### config.mk
export PLATFORM = sky130hd
export DESIGN_NAME = srtm_rem
export DESIGN_NICKNAME = d
export VERILOG_FILES = /design/src/hdl/srtm_pkg.sv /design/src/hdl/srtm_rem.sv
export SDC_FILE = /design/constraint.sdc
export NUM_CORES = 1
export LEC_CHECK = 0
export BUFFER_PORTS_ARGS = -buffer_cell sky130_fd_sc_hd__buf_2
export CORE_MARGIN = 3
export CORE_UTILIZATION = 45
export DETAILED_ROUTE_END_ITERATION = 12
export PLACE_DENSITY = 0.68
export SYNTH_ARGS = -nofsm -noshare
export SYNTH_HDL_FRONTEND = slang
export SYNTH_SLANG_ARGS = --single-unit
### constraint.sdc
create_clock -name aclk -period 3.8 [get_ports aclk]
set_input_delay 0.38 -clock aclk [delete_from_list [all_inputs] [get_ports aclk]]
set_output_delay 0.38 -clock aclk [all_outputs]
set_load 0.02 [all_outputs]
### src/hdl/srtm_pkg.sv
// Shared types and constants for the stride range table membership unit.
`timescale 1ns / 1ps

package srtm_pkg;

    // Code point and field widths
    localparam int CP_W        = 21;
    localparam int IDX_W       = 10;
    localparam int CFG_W       = 11;
    localparam int CFG_ADDR_W  = 1;
    localparam int CNT_W       = 5;
    localparam int S_TDATA_W   = 96;
    localparam int M_TDATA_W   = 8;

    // Request kinds carried on s_tuser
    localparam logic REQ_WRITE = 1'b0;
    localparam logic REQ_QUERY = 1'b1;

    // Configuration register indexes
    localparam logic [CFG_ADDR_W-1:0] REG_FIRST_ENTRY = 1'b0;
    localparam logic [CFG_ADDR_W-1:0] REG_ENTRY_COUNT = 1'b1;

    typedef logic [CP_W-1:0] cp_t;

    // One table entry as held in the range store
    typedef struct packed {
        cp_t stride;
        cp_t high;
        cp_t low;
    } entry_t;

    // Remainder unit request and response
    typedef struct packed {
        logic start;
        cp_t  dividend;
        cp_t  divisor;
    } rem_req_t;

    typedef struct packed {
        logic done;
        logic zero;
    } rem_rsp_t;

    // Search sequencer states
    typedef enum logic [2:0] {
        S_IDLE,
        S_ADDR,
        S_CMP,
        S_REM,
        S_RESULT
    } search_state_t;

endpackage

### src/hdl/srtm_rem.sv
// Bit-serial restoring remainder unit, one quotient bit per cycle.
`timescale 1ns / 1ps

module srtm_rem (
    input  logic               aclk,
    input  logic               aresetn,
    input  srtm_pkg::rem_req_t req,
    output srtm_pkg::rem_rsp_t rsp
);
    import srtm_pkg::*;

    logic             busy_reg, busy_next;
    logic             done_reg, done_next;
    logic [CNT_W-1:0] cnt_reg, cnt_next;
    cp_t              rem_reg, rem_next;
    cp_t              shf_reg, shf_next;
    cp_t              dvs_reg, dvs_next;
    logic [CP_W:0]    trial;

    // One restoring step: shift in the next dividend bit, subtract if it fits.
    always_comb begin
        busy_next = busy_reg;
        done_next = 1'b0;
        cnt_next  = cnt_reg;
        rem_next  = rem_reg;
        shf_next  = shf_reg;
        dvs_next  = dvs_reg;
        trial     = {rem_reg, shf_reg[CP_W-1]};
        if (req.start) begin
            busy_next = 1'b1;
            cnt_next  = '0;
            rem_next  = '0;
            shf_next  = req.dividend;
            dvs_next  = req.divisor;
        end else if (busy_reg) begin
            if (trial >= {1'b0, dvs_reg}) begin
                rem_next = CP_W'(trial - {1'b0, dvs_reg});
            end else begin
                rem_next = trial[CP_W-1:0];
            end
            shf_next = {shf_reg[CP_W-2:0], 1'b0};
            cnt_next = cnt_reg + 1'b1;
            if (cnt_reg == CNT_W'(CP_W - 1)) begin
                busy_next = 1'b0;
                done_next = 1'b1;
            end
        end
    end

    // Control state.
    always_ff @(posedge aclk) begin
        if (!aresetn) begin
            busy_reg <= 1'b0;
            done_reg <= 1'b0;
            cnt_reg  <= '0;
        end else begin
            busy_reg <= busy_next;
            done_reg <= done_next;
            cnt_reg  <= cnt_next;
        end
    end

    // Operand and partial remainder registers.
    always_ff @(posedge aclk) begin
        rem_reg <= rem_next;
        shf_reg <= shf_next;
        dvs_reg <= dvs_next;
    end

    assign rsp.done = done_reg;
    assign rsp.zero = (rem_reg == '0);

    // A finished remainder always follows a busy cycle.
    a_done_after_busy: assert property (@(posedge aclk) disable iff (!aresetn)
        done_reg |-> $past(busy_reg))
        else $error("remainder done without a preceding busy cycle");

    // The sequencer never restarts the unit mid-operation.
    a_no_restart: assert property (@(posedge aclk) disable iff (!aresetn)
        req.start |-> !busy_reg)
        else $error("remainder unit started while busy");

    // The step counter stays inside the dividend width.
    a_cnt_range: assert property (@(posedge aclk) disable iff (!aresetn)
        busy_reg |-> (cnt_reg < CNT_W'(CP_W)))
        else $error("remainder step counter out of range");

endmodule

Word-level counts from Yosys, hierarchy flattened

Index checks and enable logic that the tools add are counted.

Word-level logic and storage cells: 23
Output and inout bits: 2
Register bits after elaboration: 70

$lt $le $gt $ge: 1
$add $sub $neg: 2
Equality and inequality tests: 1
Bitwise gates (word level): 2
Muxes and demuxes: 7
Reduce and logical (&&, ||, !) cells: 4

Operators with widths:

| kind                                         | number |
|---|---|
| 2-to-1 mux 21 bit                            | 3 |
| >= comparator 22 x 21 -> 1 bit               | 1 |
| logical NOT 21 bit                           | 1 |
| subtractor 21 bit                            | 1 |
| adder 5 x 1 -> 5 bit (second input constant) | 1 |
| equality test 5 bit (second input constant)  | 1 |
| 2-to-1 mux 1 bit                             | 4 |
| OR reduction 3 bit                           | 1 |
| NOT 1 bit                                    | 2 |
| nonzero test 2 bit                           | 1 |
| OR reduction 2 bit                           | 1 |

Longest topological paths before layout

Word-level depth: 4
Gate-level depth with buffers: 14
Depth with buffers taken out: 12

Worst setup path after synthesis

Ideal clock, no wire load.

Path type: reg-to-reg
Start: register shf_reg[20]
End: register rem_reg[9]
Stages on the path, launching flop included: 14
Data required time: 3.666 ns
Slack: 1.179 ns
Arrival: 2.487 ns
Path through: edfxtp_1 > inv_1 > ha_1 > inv_1 > fa_1 > a21oi_1 > o2bb2ai_1 > o211ai_2 > a21boi_0 > o31ai_2 > buf_4 > a211oi_1 > a2111oi_0 > nor3_1

Longest elaborated chain between the ends: 2
Elaborated cells between the ends (all ways): 3
Those cells by class: 1 x add/sub; 1 x order compare; 1 x mux

Ends and longest elaborated chain:

| what                                                                | line                           | text |
|---|---|---|
| start, declared                                                     | srtm_rem.sv:16                 | `cp_t shf_reg, shf_next;` |
| start signal, assigned                                              | srtm_rem.sv:66                 | `shf_reg <= shf_next;` |
| subtractor 21 bit or >= comparator 22 x 21 -> 1 bit (tied branches) | srtm_rem.sv:37, srtm_rem.sv:36 |  |
| 2-to-1 mux 21 bit (*)                                               | srtm_rem.sv:36                 | `if (trial >= {1'b0, dvs_reg}) begin` |
| end signal, assigned                                                | srtm_rem.sv:65                 | `rem_reg <= rem_next;` |
| end, declared                                                       | srtm_rem.sv:15                 | `cp_t rem_reg, rem_next;` |

Mark *: on every way between the ends. The rest lies on a longest branch, timed or not.
A chain may end at the register's enable or synchronous reset.

Final worst setup path

Same ends and word-level chain as after synthesis.

==> results.yml <==
sta:
  finalSetupViolCount: 0
  fin_skew_ns: 0.00966
  finalWorstPathRequiredPeriod_ns: 3.09
  fin_ws_ns: 0.707
  slew_viol_final: 0
  timing.hold.ws_ns: 0.200
  min_period_over_period_pct: 81.4
  fmax_mhz: 323
  slew_headroom_pct: 45.4
  hold_viol: 0
  grt_setup_unrepaired: "false"
  fin_tns_setup_ns: 0
  tightest_slew_ns: 0.818
floorplanning:
  die-area_um2: 9860
  start_util_pct: 47.0
  die-width_um: 99.3
  design.core.area_um2: 8340
  die_y_um: 99.3
  placementRows: 33
  ioPinCount: 47
grt:
  overflow: 0
  grt_pass1_vias: 2864
  grt_pass1_wl_um: 13400
  grt.total_usage_pct: 17.0
  antenna_found_initial: 0
  grt_max_degree: 33
setup_path:
  r2r_end: "rem_reg[9]$_SDFFE_PP0P_"
  cpMaxStageDelayCell: "o31ai_4"
  r2r_cells: 12
  start_kind: "flip-flop"
  rrSetupSlack_ns: 0.71
  endpoint_kind: "flip-flop"
  critical_path.startpoint: "shf_reg[20]$_DFFE_PP_"
  worst-path-max-fanout: 9
  worst_r2r_startpoint: "shf_reg[20]$_DFFE_PP_"
  worstPathRequired_ns: 4.02
  cp_cell_sequence: "inv_1 > ha_1 > inv_1 > fa_1 > a21oi_1 > o2bb2ai_1 > o211ai_2 > a21boi_0 > o31ai_4 > and4bb_2 > a2111oi_0 > nor3_1"
  max_stage_delay_ns: 0.43
  path_class: "reg -> reg"
  worstPathArrival_ns: 3.31
  cpMostUsedCell: "inv_1"
synthesis:
  syn-num-nets: 447
  async_flop_share_pct: 0
  synth_seq_cells: 70
  synth_most_common_cell: "nor2_1"
  yosys.area_share.simple_pct: 13.3
  synth_area_leaders: "edfxtp_1 (32%), dfxtp_1 (14%), ha_1 (7.3%)"
  yosys-top-cells-count: "nor2_1 (43), edfxtp_1 (42), dfxtp_1 (28), inv_1 (28), ha_1 (23)"
  synthAdderAreaFrac_pct: 7.86
  syn_inst: 378
  synth_top_family_by_area: "compound AO/OA/AOI/OAI gates"
  synth_top_area_share_pct: 32.2
  seq_area_frac_synth_pct: 46.5
  ys.flop_type: "edfxtp_1"
  synth_cell_type_count: 52
  synth_edf_count: 42
  syn_area_per_cell_um2: 10.4
  synth_xor_area_share_pct: 4.47
  synth_top_area_cell: "edfxtp_1"
  yosys_warnings: 0
  synth_compound_area_share_pct: 14.0
  netlist_area_um2: 3920
  muxShareOfSynthArea_pct: 8.56
clocking:
  cts_tree: "done"
  clk_pin_slew_ns: 0.08
  numCtsBuffers: 9
  root_buffer: "clkbuf_8"
  cts.sinks: 70
  clock_latency_ns: 0.35
  clock_path_buffers: 2
  cts_max_level: 3
  cts_setup_buffers: 0
  post_cts_resized: 0
  hold_buffers: 0
status:
  status: "finished clean"
hold_path:
  hp-class: "in -> reg"
  hp-start: "req[0]"
  hold_path_end: "dvs_reg[0]$_DFFE_PP_"
  worstHoldPathCells: 1
layout:
  fin_util_pct: 53.4
  area_delta_synth_final_pct: 13.8
  nNetsFinal: 492
  nFillCells: 756
  antenna_cells: 0
  drive_gt1_share_pct: 22.0
detailed_routing:
  ant_nets: 0
  drt_iter0_markers: 117
  vias_per_cell: 5.38
  wl_per_cell_um: 14.8
  drc_errors: 0
  wl_um: 7880
  vias: 2868
  dr.pass1.iters: 4
flow_run:
  maxCapViolCount: 0
placement:
  detailed_place_hpwl_um: 5810
  gp_congestion: 0.906
  portBuffers: 46
  pre_cts_ws_ns: 0.718
power_and_ir_drop:
  power_mw: 1.89
  power_leakage_nw: 1.89
  max-vdd-ir-drop_mv: 0.233
  p_per_area_nw_per_um2: 425
cells by family after synthesis:
kind of cell / count (synthesis)
fa+ha+maj: 24
compound gates: 81
buf+inv: 46
flops: 70
xor+xnor: 20
simple gates: 106
mux: 31
power by group:
| part | internal, mW | switching (mW) | total (mW) | leakage, nW |
|---|---|---|---|---|
| Combinational | 0.141 | 0.174 | 0.315 | 1.14 |
| Clock | 0.377 | 0.307 | 0.684 | 0.111 |
| Sequential | 0.867 | 0.0266 | 0.894 | 0.646 |
layer usage:
metal	global-route usage (%)	up-vias	part of all wire, %
li1	-	1461	-
met1	22.8	1324	47
met2	26.0	74	46
met3	4.91	9	5.7
met4	6.51	0	1.4
met5	0	-	0
final cells by class:
class | count | area, um2 | area share (%)
clock buffers | 9 | 124 | 2.78
repair buffers | 52 | 275 | 6.18
clock inverters | 7 | 103 | 2.30
flip-flops and latches | 70 | 1820 | 40.9
well taps | 105 | 131 | 2.95
inverters | 28 | 105 | 2.36
multi-input cells | 262 | 1900 | 42.6
how the worst max path moves through the flow:
stage / end / cells after the start / slack (ns)
2_1_floorplan: rem_reg[9]$_SDFFE_PP0P_ / 13 / 1.18
3_3_place_gp: rem_reg[9]$_SDFFE_PP0P_ / 12 / 0.86
3_5_place_dp: rem_reg[9]$_SDFFE_PP0P_ / 12 / 0.72
4_1_cts: rem_reg[9]$_SDFFE_PP0P_ / 12 / 0.69
5_1_grt: rem_reg[9]$_SDFFE_PP0P_ / 12 / 0.36
6_report: rem_reg[9]$_SDFFE_PP0P_ / 12 / 0.71
worst max-delay path, delay by kind of cell, from the launching register on:
kind                     cells  cell delay [ns]
AND/OR/NAND/NOR              2             0.39
flip-flops                   1             0.39
adder cells (fa/ha/maj)      2             0.54
AO/OA/AOI/OAI                6             1.53
buffers and inverters        2             0.12
metrics by stage:
step | instance area, um2 | std cells
global placement | 4230 | 517
global route | 4460 | 533
floorplan | 3920 | 378
CTS | 4460 | 533
finish | 4460 | 533
detailed placement | 4230 | 517
placed cells by master, fill, tap and decap left out, types with 3 or more instances in the layout:
master	synthesis	layout
ha_1	23	23
edfxtp_1	42	42
a31oi_1	3	3
nor3_1	7	7
xor2_1	10	10
buf_2	1	46
dfxtp_1	28	28
clkbuf_8	0	9
a21boi_0	3	3
nand4_1	5	5
a211oi_1	14	14
nand3_1	5	5
o31ai_1	3	3
nand2b_1	5	5
nor4_1	4	4
mux2_2	20	20
buf_4	3	6
o21ai_0	14	14
o21a_1	4	4
a32oi_1	3	3
inv_6	0	3
a21o_1	4	4
nor2_1	43	43
xnor2_1	10	10
mux2i_1	11	11
inv_1	28	28
nand2_1	19	19
a21oi_1	20	20
nor2b_1	4	4
No activity file was read; power rests on OpenSTA's default activity.
