`src/hdl/srtm_pkg.sv`:
```
// Shared types and constants for the stride range table membership unit.
`timescale 1ns / 1ps

package srtm_pkg;

    // Code point and field widths
    localparam int CP_W        = 21;
    localparam int IDX_W       = 10;
    localparam int CFG_W       = 11;
    localparam int CFG_ADDR_W  = 1;
    localparam int CNT_W       = 5;
    localparam int S_TDATA_W   = 96;
    localparam int M_TDATA_W   = 8;

    // Request kinds carried on s_tuser
    localparam logic REQ_WRITE = 1'b0;
    localparam logic REQ_QUERY = 1'b1;

    // Configuration register indexes
    localparam logic [CFG_ADDR_W-1:0] REG_FIRST_ENTRY = 1'b0;
    localparam logic [CFG_ADDR_W-1:0] REG_ENTRY_COUNT = 1'b1;

    typedef logic [CP_W-1:0] cp_t;

    // One table entry as held in the range store
    typedef struct packed {
        cp_t stride;
        cp_t high;
        cp_t low;
    } entry_t;

    // Remainder unit request and response
    typedef struct packed {
        logic start;
        cp_t  dividend;
        cp_t  divisor;
    } rem_req_t;

    typedef struct packed {
        logic done;
        logic zero;
    } rem_rsp_t;

    // Search sequencer states
    typedef enum logic [2:0] {
        S_IDLE,
        S_ADDR,
        S_CMP,
        S_REM,
        S_RESULT
    } search_state_t;

endpackage

```
`src/hdl/srtm_search.sv`:
```
// Binary search sequencer over the range store with stride check.
`timescale 1ns / 1ps

module srtm_search #(
    parameter int DEPTH = 1024,
    parameter int AW    = 10
) (
    input  logic                          aclk,
    input  logic                          aresetn,
    input  logic                          start,
    input  srtm_pkg::cp_t                 query_code,
    input  logic [srtm_pkg::CFG_W-1:0]    first_entry,
    input  logic [srtm_pkg::CFG_W-1:0]    entry_count,
    input  logic                          out_free,
    output logic                          rd_en,
    output logic [AW-1:0]                 rd_addr,
    input  srtm_pkg::entry_t              rd_data,
    output srtm_pkg::rem_req_t            rem_req,
    input  srtm_pkg::rem_rsp_t            rem_rsp,
    output logic                          idle,
    output logic                          res_valid,
    output logic                          res_member
);
    import srtm_pkg::*;

    localparam int PW = AW + 1;
    localparam int BW = (CFG_W > PW) ? CFG_W : PW;

    search_state_t state_reg, state_next;
    logic [PW-1:0] lo_reg, lo_next;
    logic [PW-1:0] hi_reg, hi_next;
    cp_t           code_reg, code_next;
    logic          res_reg, res_next;

    logic [BW-1:0] fe_w, ec_w, dp_w, hi_clamp;
    logic          empty;
    logic [PW:0]   sum;
    logic [PW-1:0] mid;
    logic          hit, below, more;
    logic [PW-1:0] lo_upd, hi_upd;

    // Window bounds, midpoint and the probe decision.
    always_comb begin
        fe_w     = BW'(first_entry);
        ec_w     = BW'(entry_count);
        dp_w     = BW'(DEPTH);
        hi_clamp = (ec_w > dp_w) ? dp_w : ec_w;
        empty    = (fe_w >= hi_clamp);
        sum      = {1'b0, lo_reg} + {1'b0, hi_reg};
        mid      = sum[PW:1];
        hit      = (rd_data.low <= code_reg) && (code_reg <= rd_data.high);
        below    = (code_reg < rd_data.low);
        lo_upd   = below ? lo_reg : mid + 1'b1;
        hi_upd   = below ? mid : hi_reg;
        more     = (lo_upd < hi_upd);
    end

    // Next state.
    always_comb begin
        state_next = state_reg;
        case (state_reg)
            S_IDLE: begin
                if (start) begin
                    state_next = empty ? S_RESULT : S_ADDR;
                end
            end
            S_ADDR: begin
                state_next = S_CMP;
            end
            S_CMP: begin
                if (hit) begin
                    state_next = S_REM;
                end else if (more) begin
                    state_next = S_ADDR;
                end else begin
                    state_next = S_RESULT;
                end
            end
            S_REM: begin
                if (rem_rsp.done) begin
                    state_next = S_RESULT;
                end
            end
            S_RESULT: begin
                if (out_free) begin
                    state_next = S_IDLE;
                end
            end
            default: begin
                state_next = S_IDLE;
            end
        endcase
    end

    // Search window, query and answer updates.
    always_comb begin
        lo_next   = lo_reg;
        hi_next   = hi_reg;
        code_next = code_reg;
        res_next  = res_reg;
        case (state_reg)
            S_IDLE: begin
                if (start) begin
                    lo_next   = PW'(fe_w);
                    hi_next   = PW'(hi_clamp);
                    code_next = query_code;
                    res_next  = 1'b0;
                end
            end
            S_CMP: begin
                if (!hit) begin
                    lo_next  = lo_upd;
                    hi_next  = hi_upd;
                    res_next = 1'b0;
                end
            end
            S_REM: begin
                if (rem_rsp.done) begin
                    res_next = rem_rsp.zero;
                end
            end
            default: begin
            end
        endcase
    end

    // Outputs.
    always_comb begin
        rd_en            = (state_reg == S_ADDR);
        rd_addr          = mid[AW-1:0];
        rem_req.start    = (state_reg == S_CMP) && hit;
        rem_req.dividend = code_reg - rd_data.low;
        rem_req.divisor  = (rd_data.stride == '0) ? CP_W'(1) : rd_data.stride;
        idle             = (state_reg == S_IDLE);
        res_valid        = (state_reg == S_RESULT);
        res_member       = res_reg;
    end

    always_ff @(posedge aclk) begin
        if (!aresetn) begin
            state_reg <= S_IDLE;
        end else begin
            state_reg <= state_next;
        end
    end

    always_ff @(posedge aclk) begin
        lo_reg   <= lo_next;
        hi_reg   <= hi_next;
        code_reg <= code_next;
        res_reg  <= res_next;
    end

    // Every probe addresses a slot inside the table.
    a_probe_in_table: assert property (@(posedge aclk) disable iff (!aresetn)
        rd_en |-> (mid < PW'(DEPTH)))
        else $error("search probe outside the table");

    // A compare only happens on a non-empty window.
    a_window_open: assert property (@(posedge aclk) disable iff (!aresetn)
        (state_reg == S_CMP) |-> (lo_reg < hi_reg))
        else $error("compare on an empty search window");

    // A new query only arrives while the sequencer is idle.
    a_start_idle: assert property (@(posedge aclk) disable iff (!aresetn)
        start |-> (state_reg == S_IDLE))
        else $error("query started while a search is running");

endmodule

```
`config.mk`:
```
export PLATFORM = sky130hd
export DESIGN_NAME = srtm_search
export DESIGN_NICKNAME = d
export VERILOG_FILES = /design/src/hdl/srtm_pkg.sv /design/src/hdl/srtm_search.sv
export SDC_FILE = /design/constraint.sdc
export NUM_CORES = 1
export LEC_CHECK = 0
export BUFFER_PORTS_ARGS = -buffer_cell sky130_fd_sc_hd__buf_2
export CORE_MARGIN = 4
export CORE_UTILIZATION = 38
export CTS_CLUSTER_DIAMETER = 50
export DETAILED_ROUTE_END_ITERATION = 8
export GPL_TIMING_DRIVEN = 0
export PLACE_DENSITY_LB_ADDON = 0.08
export SETUP_SLACK_MARGIN = 0.02
export SKIP_LAST_GASP = 1
export SLEW_MARGIN = 20
export SYNTH_ARGS = -nofsm -noshare
export SYNTH_HDL_FRONTEND = slang
export SYNTH_SLANG_ARGS = --single-unit
```
`constraint.sdc`:
```
create_clock -name aclk -period 6.9 [get_ports aclk]
set_input_delay 1.035 -clock aclk [delete_from_list [all_inputs] [get_ports aclk]]
set_output_delay 1.035 -clock aclk [all_outputs]
set_load 0.005 [all_outputs]
```
# == Word-level counts from Yosys, hierarchy flattened ==
# Cells that the tools add are included.
# totals
inputBits,112
reg_bits,47
word_cells,53
out_inout_bits,57
# op_classes
reduce_logical,10
n_mux,21
n_eq_ne,8
add_sub_neg,3
order_cmp,6
# ops
op,n
$mux W11,7
$pmux W11 S2,2
$le A21 B21 Y1,2
$logic_not A21 Y1,1
$lt A21 B21 Y1,1
$mux W21,1
$sub A21 B21 Y21,1
$mux W3,6
$pmux W3 S5,1
$add A11 B11 Y12,1
$add A11 B1 Y11 const B,1
$ge A11 B11 Y1,1
$gt A11 B11 Y1 const B,1
$lt A11 B11 Y1,1
$ne A2 B2 Y1 const B,4
$eq A3 B2 Y1 const B,2
$reduce_and A3 Y1,2
$reduce_and A4 Y1,1
$eq A3 B1 Y1 const B,1
$eq A3 B3 Y1 const B,1
$logic_not A3 Y1,1
$mux W1,3
$pmux W1 S3,1
$reduce_bool A3 Y1,1
other kinds (3),4

# == Depth between registers and ports, before layout ==
# depth
word_depth,7
mapped_depth,21
mapped_depth_nobuf,19

# == Least setup slack after synthesis ==
# OpenSTA, ideal clock, no wires.
# synth_path
path_kind,input to register
start,input port rd_data[1] (netlist bit)
end,register hi_reg[0] (enable)
t_arrival_ps,6153
setup_slack_ps,226
stages,11
cell_sequence,inv_1 -> ha_1 -> nor2b_1 -> o31a_1 -> o21ai_0 -> a21o_1 -> and3_1 -> buf_2 -> a32o_1 -> nor2_1 -> a2111oi_0
# synth_via
elab_chain_cells,4
# synth_lines
item,line,rtl
from (decl),srtm_search.sv:17,"input srtm_pkg::entry_t rd_data,"
$le A21 B21 Y1,srtm_search.sv:51,hit = (rd_data.low <= code_reg) && (code_reg <= rd_data.high);
$logic_and A1 B1 Y1,srtm_search.sv:51,
$ne A2 B2 Y1 (no line),n/a,
$reduce_and A3 Y1 (no line),n/a,
to (signal assigned),srtm_search.sv:149,hi_reg <= hi_next;
to (decl),srtm_search.sv:31,"logic [PW-1:0] hi_reg, hi_next;"
# Every way passes these cells.
# A chain may end at the register's enable or synchronous reset.

==> impl_metrics.yaml <==
logic_synthesis:
  async_reset_ff_frac: 0
  synth_area_per_cell_sq_um: 8.50
  syn_area_sq_um: 5190
  synth_warnings: 0
  ys_ff_latch: 47
  yosysSeqAreaShare: 0.266
  ys.flop_type: "edfxtp_1"
  synth_cells: 610
  synthesis.nets: 798
  synth_edf_count: 44
  synth_cell_types: 66
sta:
  period_needed_ns: 4.92
  hold_violations: 0
  fin_tns_setup_ns: 0
  skew_ns: 0.0130
  tightestPinTransition_ns: 0.885
  fin_crit_sh: 0.712
  rsz0062_at_grt: "no"
  fmax_mhz: 203
  relSlewSlack: 0.409
  drv_slew: 0
  setup_viol: 0
  timing.hold.ws_ns: 0.687
  fin_ws_ns: 1.98
route:
  wirelength_um: 14800
  via_count: 4995
  routedWlPerCell_um: 15.4
  vias_per_cell: 5.18
  drc_errors: 0
  postRouteAntennaNets: 0
  first_pass_iters: 4
  drt_iter0_markers: 219
grt:
  grt_remaining_overflow: 0
  grt_max_degree: 22
  grt_pass1_vias: 5027
  grt.total_usage: 0.188
  antenna_found_initial: 0
  grt_pass1_wl_um: 24200
critical_path:
  cp-end-kind: "primary output"
  cp.arrival_ns: 3.88
  crit_chain: "buf_2 > ha_1 > fa_1 > and2b_1 > o211ai_1 > a21boi_1 > o21ai_0 > o21ai_1 > a211oi_1 > or4b_2 > nand3_1 > buf_2"
  crit_slowest_cell: "or4b_2"
  cp_max_fo: 3
  worstSetupPathType: "input port to primary output"
  path_common_cell: "buf_2"
  reg2reg_depth: 19
  rr_startpoint: "hi_reg[0]"
  critPathMaxStageDelay_ns: 0.65
  ff2ff_setup_slack_ns: 2.31
  cp.required_ns: 5.86
  worstSetupStartpoint: "rd_data[0]"
  crit_path_start_kind: "input port"
clocking:
  clk_transition_reported_paths_ns: 0.07
  cts_num_sinks: 47
  postCtsSetupBuffers: 0
  cts_made_buffers: 5
  cts_tree: "yes"
  cts_resized: 0
  htreeDepth: 2
  clk_latency_ns: 0.31
  clockRootBuffer: "clkbuf_16"
  hold_buffers: 0
  cts_buffer_depth: 2
worst_hold_path:
  min_path_cells: 3
  min-delay-path-class: "register to register"
  hp-start: "state_reg[1]"
die:
  ioPinCount: 169
  die-area_sq_um: 15600
  die_y_um: 125
  die_w_um: 125
  coreArea_sq_um: 13300
  rows: 42
  initial_core_util: 0.390
pwr:
  power.leakage_nw: 3.10
  vdd_drop_max_v: 0.000112
  power_mw: 1.48
  power_density_nw_per_um2: 230
layout:
  fin_nets: 976
  post-route-util: 0.483
  diodes: 0
  layout_common_cells: "175 x buf_2, 74 x ha_1, 61 x inv_1"
  layout_commonest_cell: "buf_2"
  syn_to_final_growth_pct: 23.7
  fillers: 1355
  largest_reg_flops: 21
  drive_above_1_share: 0.260
flow_run:
  maxCapViolCount: 0
placed_design:
  routabilityCongestion: 0.869
  port_buffers: 168
  hpwl_um: 12500
  post-place-ws_ns: 1.71
run_status:
  status: "complete, no violations"
[synthesized netlist by cell type (4+ instances only)]
library cell	count	share of area
ha_1	74	0.18
inv_1	61	0.044
nand2_1	58	0.042
a21oi_1	49	0.047
edfxtp_1	44	0.25
nor2_1	31	0.022
clkbuf_1	29	0.021
o21ai_0	29	0.028
mux2i_1	18	0.035
xnor2_1	18	0.030
nand3_1	16	0.015
a21o_1	15	0.022
nor3_1	13	0.013
o21a_1	13	0.019
nand4_1	11	0.013
xor2_1	9	0.015
mux2_2	8	0.017
nor2b_1	8	0.0096
nor4_1	7	0.0084
or3_1	7	0.0084
a211oi_1	5	0.0072
and2_1	5	0.0060
nand2b_1	5	0.0060
o21ai_1	5	0.0048
and4_1	4	0.0068
buf_2	4	0.0039
nor3b_1	4	0.0058
o211ai_1	4	0.0058
o31ai_1	4	0.0058
[area by class of cell]
| class | instances | area (sq um) | area share |
|---|---|---|---|
| Buffer | 35 | 136 | 0.0213 |
| Clock buffer | 6 | 129 | 0.0201 |
| Clock inverter | 2 | 16.3 | 0.00254 |
| Inverter | 61 | 229 | 0.0357 |
| Multi-Input combinational cell | 467 | 3450 | 0.537 |
| Sequential cell | 47 | 1380 | 0.215 |
| Tap cell | 176 | 220 | 0.0343 |
| Timing Repair Buffer | 171 | 856 | 0.133 |
[per-stage QoR]
step	instances	area [sq um]
after CTS	965	6410
after floorplan	610	5190
after global routing	965	6420
after global placement	954	6250
after detailed placement	957	6270
final	965	6420
[report_power, final]
group          internal, mW  switching [mW]  total (mW)
clock network         0.136           0.124       0.260
registers             0.360          0.0240       0.384
logic                 0.364           0.466       0.831
total                 0.861           0.614        1.48
[worst paths after layout]
kind | endpoint
setup / recovery | rem_req[39]
hold / removal | state_reg[0]
setup reg to reg | state_reg[2]
hold reg to reg | state_reg[0]
[layer usage]
layer	GRT usage	up-vias	wire, um
met5	0	-	0
met4	0.0364	0	163
met3	0.0425	14	784
met2	0.341	129	7360
met1	0.229	2292	6520
li1	-	2560	-
[worst max-delay path, delay by kind of cell]
family          cells  cell delay, ns
buf+inv             2            0.22
simple gates        3            1.00
fa+ha+maj           2            0.64
compound gates      5            0.99
[kinds of logic (layout without fill, tap and decap cells)]
family / after synthesis / count (layout) / share of synthesized area
AOI/OAI and AO/OA: 155 / 155 / 0.200
xor gates and xnor gates: 27 / 27 / 0.0456
adders and majority gates: 76 / 76 / 0.186
buffers and inverters: 96 / 275 / 0.0704
DFF: 47 / 47 / 0.266
muxes: 26 / 26 / 0.0521
and+or+nand+nor: 183 / 183 / 0.179
(Power assumes the default switching activity.)
